`src/rtl/bsc_pkg.sv`:
```
// shared types, constants and arithmetic helpers for the barometric compensation
`timescale 1ns / 1ps
package bsc_pkg;

	localparam int DivSteps = 32;
	localparam logic [31:0] PressOffset = 32'd64000;
	localparam logic [31:0] PressBase = 32'd1048576;
	localparam logic [31:0] PressMul = 32'd3125;
	localparam logic [31:0] ScaleBase = 32'd32768;
	localparam logic [31:0] TempRound = 32'd128;

	localparam logic [1:0] RegTemp = 2'd0;
	localparam logic [1:0] RegPressA = 2'd1;
	localparam logic [1:0] RegPressB = 2'd2;
	localparam logic [1:0] RegPressC = 2'd3;

	// calibration coefficients, sign or zero extended to 32 bits
	typedef struct packed {
		logic [31:0] t1, t2, t3;
		logic [31:0] p1, p2, p3, p4, p5, p6, p7, p8, p9;
	} coef_t;

	// data that rides alongside the divider
	typedef struct packed {
		logic [18:0] temp;
		logic        zero;
		logic        hi;
	} side_t;

	function automatic logic [31:0] asr(input logic [31:0] x, input int unsigned n);
		asr = $unsigned($signed(x) >>> n);
	endfunction

	function automatic logic [31:0] mul32(input logic [31:0] a, input logic [31:0] b);
		logic [63:0] p;
		p = a * b;
		mul32 = p[31:0];
	endfunction

	function automatic logic [31:0] sx16(input logic [15:0] v);
		sx16 = {{16{v[15]}}, v};
	endfunction

endpackage

```
`src/rtl/bsc_post.sv`:
```
// pressure correction after the division
`timescale 1ns / 1ps
module bsc_post (
	input  logic               clk,
	input  logic               arst_n,
	input  logic               en,
	input  logic               in_valid,
	input  logic [31:0]        quo,
	input  bsc_pkg::side_t     in_side,
	input  bsc_pkg::coef_t     coef,
	output logic               out_valid,
	output logic [18:0]        temp,
	output logic [31:0]        press,
	output logic               zero
);

	logic [3:0]  v_q;
	logic [31:0] p_s1, p_s2, p_s3, press_s4;
	logic [31:0] ss_s2, m8_s2, m8_s3, m9_s3;
	logic [18:0] t_s1, t_s2, t_s3, temp_s4;
	logic        z_s1, z_s2, z_s3, zero_s4;
	logic [31:0] sh1, corr;

	assign sh1 = {3'd0, p_s1[31:3]};
	assign corr = bsc_pkg::asr(bsc_pkg::asr(m9_s3, 12) + bsc_pkg::asr(m8_s3, 13) + coef.p7, 4);

	always_ff @(posedge clk or negedge arst_n) begin
		if (!arst_n) begin
			v_q <= '0;
		end else if (en) begin
			v_q <= {v_q[2:0], in_valid};
		end
	end

	always_ff @(posedge clk) begin
		if (en) begin
			p_s1 <= in_side.hi ? {quo[30:0], 1'b0} : quo;
			t_s1 <= in_side.temp;
			z_s1 <= in_side.zero;
			ss_s2 <= bsc_pkg::mul32(sh1, sh1);
			m8_s2 <= bsc_pkg::mul32({2'd0, p_s1[31:2]}, coef.p8);
			p_s2 <= p_s1;
			t_s2 <= t_s1;
			z_s2 <= z_s1;
			m9_s3 <= bsc_pkg::mul32(coef.p9, {13'd0, ss_s2[31:13]});
			m8_s3 <= m8_s2;
			p_s3 <= p_s2;
			t_s3 <= t_s2;
			z_s3 <= z_s2;
			press_s4 <= z_s3 ? 32'd0 : p_s3 + corr;
			temp_s4 <= t_s3;
			zero_s4 <= z_s3;
		end
	end

	assign out_valid = v_q[3];
	assign temp = temp_s4;
	assign press = press_s4;
	assign zero = zero_s4;

endmodule

```
`config.mk`:
```
export PLATFORM = sky130hd
export DESIGN_NAME = bsc_post
export DESIGN_NICKNAME = d
export VERILOG_FILES = /design/src/rtl/bsc_pkg.sv /design/src/rtl/bsc_post.sv
export SDC_FILE = /design/constraint.sdc
export NUM_CORES = 2
export LEC_CHECK = 0
export BUFFER_PORTS_ARGS = -buffer_cell sky130_fd_sc_hd__buf_2
export CAP_MARGIN = 10
export CORE_AREA = 2 2 340 342
export DETAILED_ROUTE_END_ITERATION = 6
export DIE_AREA = 0 0 342 344
export PLACE_DENSITY = 0.62
export SETUP_SLACK_MARGIN = 0.15
export SLEW_MARGIN = 20
export SYNTH_ARGS = -nofsm -noshare
export SYNTH_HDL_FRONTEND = slang
export SYNTH_SLANG_ARGS = --single-unit
```
`constraint.sdc`:
```
create_clock -name clk -period 21.3 [get_ports clk]
set_input_delay 2.13 -clock clk [delete_from_list [all_inputs] [get_ports clk]]
set_output_delay 2.13 -clock clk [all_outputs]
set_load 0.05 [all_outputs]
```
# [Word-level counts from Yosys, hierarchy flattened]
# Index checks and enable logic that the tools add are counted.
[word_totals] input_bits=441 reg_bits=340 output_inout_bits=53
[op_classes] mul=3 add_sub_neg=3 mux=1
[ops] operator="32-bit adder" n=2
[ops] operator="29-bit by 29-bit multiplier with 32-bit output" n=1
[ops] operator="30-bit by 32-bit multiplier with 32-bit output" n=1
[ops] operator="32-bit by 19-bit multiplier with 32-bit output" n=1
[ops] operator="32-bit two-way mux" n=1
[ops] operator="20-bit by 19-bit adder with 21-bit output" n=1

# [Longest topological paths before layout]
[logic_depth] word_depth=3 depth_mapped=31

# [Least setup slack after synthesis]
# No wires, ideal clock.
[synth_timing] path_kind="input -> register" start="input coef[45] (netlist bit)" end="register m8_s2[30] (data pin)" n_path_buf=2 path_stages=25 arrival_ns=8.504 slack_ns=12.537 setup_time_ns=0.259 path_cell_list="clkbuf_1 > clkbuf_1 > and2_1 > fa_1 > fa_1 > fa_1 > inv_1 > fa_1 > inv_1 > fa_1 > inv_1 > fa_1 > inv_1 > fa_1 > inv_1 > fa_1 > inv_1 > ha_1 > a211o_1 > o31ai_1 > a31o_2 > o21ai_1 > o21ai_0 > a21oi_1 > o31a_1"
[synth_between] elab_chain_cells=1
[synth_lines] element="from (decl)" line="bsc_post.sv:10" text="input bsc_pkg::coef_t coef,"
[synth_lines] element="30-bit by 32-bit multiplier with 32-bit output" line="bsc_pkg.sv:36" text="p = a * b;"
[synth_lines] element="to (signal assigned)" line="bsc_post.sv:41" text="m8_s2 <= bsc_pkg::mul32({2'd0, p_s1[31:2]}, coef.p8);"
[synth_lines] element="to (decl)" line="bsc_post.sv:19" text="logic [31:0] ss_s2, m8_s2, m8_s3, m9_s3;"
# Every way passes these cells.
# A chain may end at the register's enable or synchronous reset.

# [Worst setup path after layout]
[layout_timing] start="input coef[37] (netlist bit)" end="register m8_s2[30] (data pin)"
# The elaborated chain is that of the path after synthesis.

==> impl_metrics.yaml <==
floorplanning:
  die_x_um: 342
  core.rowCount: 124
  die_y_um: 344
  boundary_pin_count: 494
  die_area_mm2: 0.1176
  placeableCoreArea_mm2: 0.1139
  initial_core_utilization_pct: 46.70
cells_and_area:
  fraction_of_layout_instances_using_a_drive_strength_above_1_pct: 6.400
  nNetsFinal: 7377
  layout-area-overhead-vs-synth_pct: 6.591
  fillerInstances: 10629
clocking:
  clock_tree.buffer_depth: 3
  clock_tree.htree_level_count: 1
  clock_tree_from_tritoncts: "yes"
  clock-root-buffer: "clkbuf_16"
  holdBufCountCts: 0
  buffer_count_from_post_cts_setup_fixing: 0
  clock_latency_of_the_later_clocked_register_in_the_worst_skew_pair_ns: 0.59
  tritoncts_num_sinks: 289
  tritoncts.num_buffers: 31
  cts_resized: 0
  clkTransAtPathRegs_ns: 0.06
synthesis:
  synthesis.yosys.warnings: 0
  count_of_flip_flops_with_a_built_in_enable_after_synthesis: 285
  synth.top_cells.by_area: "fa_1 42%, edfxtp_1 16%, inv_1 9.4%, ha_1 9.2%, and2_1 6.4%"
  predominant_post_synthesis_flop_cell: "edfxtp_1"
  synth_top_area_share_pct: 42.09
  synth.cell_area_mm2: 0.05318
  net_count_after_synthesis: 7315
  avgSynthCellArea_um2: 9.910
  netlist_top_cells_count: "1,326 x inv_1, 1,118 x fa_1, 690 x nand2_1, 548 x and2_1, 390 x ha_1"
  yosys_register_bits: 289
  synthCells: 5366
  synthDominantAreaCellType: "fa_1"
  synth-async-reset-ratio_pct: 1.384
  synth_seq_area_share_pct: 16.28
  yosys.cell_types.count: 65
  synth_most_common_cell: "inv_1"
sta:
  skew_ns: 0.02540
  setup_viol: 0
  final_min_period_over_clock_period_pct: 43.58
  totalNegativeSetupSlack_ns: 0
  grt_setup_unrepaired: "no"
  tightestPinTransition_ns: 1.130
  layout_min_cycle_time_ns: 9.283
  final_count_of_hold_timing_violations: 0
  slew_headroom_pct: 24.64
  timing.final.max_slew_violations: 0
  maxClockFrequency_ghz: 0.1077
setup_path:
  critical_path_start_type: "input pin"
  crit_arrival_ns: 9.61
  worstPathMaxFanout: 27
  r2r_slack_ns: 12.64
  critical_path_required_ns: 21.63
  endpoint_kind: "flip-flop"
  criticalPathCategory: "input pin to flip-flop"
grt:
  number_of_antenna_violations_at_the_first_check_in_global_routing: 11
  grtUsageTotal_pct: 23.13
  largest_net_degree_at_the_start_of_global_routing: 131
  grt_pass1_vias: 38240
  global_route.overflow_total: 0
  grt_first_pass_wirelength_um: 212300
detailed_routing:
  vias_per_cell: 5.085
  drt_pre_antenna_iters: 5
  num_vias: 35442
  post_drt_antenna_nets: 0
  detail_route.iter0.violations: 2142
  drt_drc_violations_left: 0
  drt-total-wl_um: 130500
  routedWlPerCell_um: 18.73
placement:
  numPortBuffers: 205
  finalWeightedCongestion: 0.8583
  dp_hpwl_um: 100100
outcome:
  run_status: "complete, no violations"
min_path:
  hold_path_class: "flip-flop to flip-flop"
flow_run:
  maxCapViolations: 0
cell type report:
cell class / count / area [um2] / share of cell area, %
multi-input cells: 3530 / 38710 / 68.30
flip-flops and latches: 289 / 8658 / 15.28
inverters: 1326 / 4977 / 8.781
well taps: 1512 / 1892 / 3.338
repair buffers: 250 / 1381 / 2.437
clock buffers: 37 / 798.3 / 1.408
clock inverters: 21 / 250.2 / 0.4415
diodes: 5 / 12.51 / 0.02207
through the flow:
step           cells  setup slack, ns  util (%)  cell area (um2)  hold WS, ns
6_report        6970            12.02     49.77            56680       0.4089
3_3_place_gp    6906            11.58     48.83            55600       0.4000
5_1_grt         6967            11.65     49.77            56670       0.4177
4_1_cts         6964            12.07     49.75            56650       0.4128
2_1_floorplan   5366            12.54         -            53180       0.4003
3_5_place_dp    6906            11.50     48.83            55600       0.4045
placed cells by master, fill, tap and decap left out, types with 28 or more instances in the layout:
| cell type | instances |
|---|---|
| nor3_1 | 28 |
| edfxtp_1 | 285 |
| a21oi_1 | 93 |
| nand2_1 | 690 |
| fa_1 | 1118 |
| a21o_1 | 32 |
| xnor2_1 | 167 |
| buf_2 | 204 |
| buf_4 | 44 |
| inv_1 | 1326 |
| ha_1 | 390 |
| nand3_1 | 28 |
| and2_1 | 548 |
| o21ai_0 | 35 |
| clkbuf_16 | 31 |
| mux2_2 | 36 |
| nor2_1 | 111 |
| xor2_1 | 60 |
critical path: stages:
cell      delay, ns
buf_2          0.66
and2_1         0.24
fa_1           0.45
fa_1           0.51
inv_1          0.05
fa_1           0.50
inv_1          0.05
fa_1           0.44
ha_1           0.28
ha_1           0.30
fa_1           0.51
inv_1          0.06
fa_1           0.53
inv_1          0.06
ha_1           0.30
nand3_1        0.09
o211ai_1       0.09
a21oi_1        0.51
a211oi_1       0.26
o31ai_1        0.41
a31o_2         0.25
o21ai_1        0.15
o21ai_0        0.31
a21oi_1        0.16
o31a_1         0.26
layer usage:
layer	GRT usage (%)	wire length, um
met5	0	27
met3	2.695	8185
met4	5.327	2988
met2	38.80	62420
met1	32.35	56910
state kept, by name, summed over array words and instances (netlist names), 4 cells and up:
register  flops
m8_s2        19
m8_s3        19
m9_s3        20
p_s1         32
p_s2         32
p_s3         32
press        32
ss_s2        19
t_s1         19
t_s2         19
t_s3         19
temp         19
v_q           4
final timing paths:
path / startpoint / endpoint / depth (start not counted)
worst min-delay path: t_s1[11] / t_s2[11] / 0
max in group asynchronous: arst_n / v_q[2] / 1
worst min register to register: t_s1[11] / t_s2[11] / 0
worst max-delay path: coef[37] / m8_s2[30] / 25
worst max register to register: p_s1[5] / m8_s2[30] / 25
min in group asynchronous: arst_n / v_q[0] / 1
cell families after synthesis:
kind of cell             Yosys count  synth area share (%)
AO/OA/AOI/OAI                    282                 3.508
XOR/XNOR                         227                 3.739
adder cells (fa/ha/maj)         1508                 51.27
buffers and inverters           1547                 10.92
flip-flops                       289                 16.28
multiplexers                      38                0.8024
AND/OR/NAND/NOR                 1475                 13.48
Power is not shown: default switching activity piles up to over one toggle a cycle in this logic, so the estimate is an artifact.
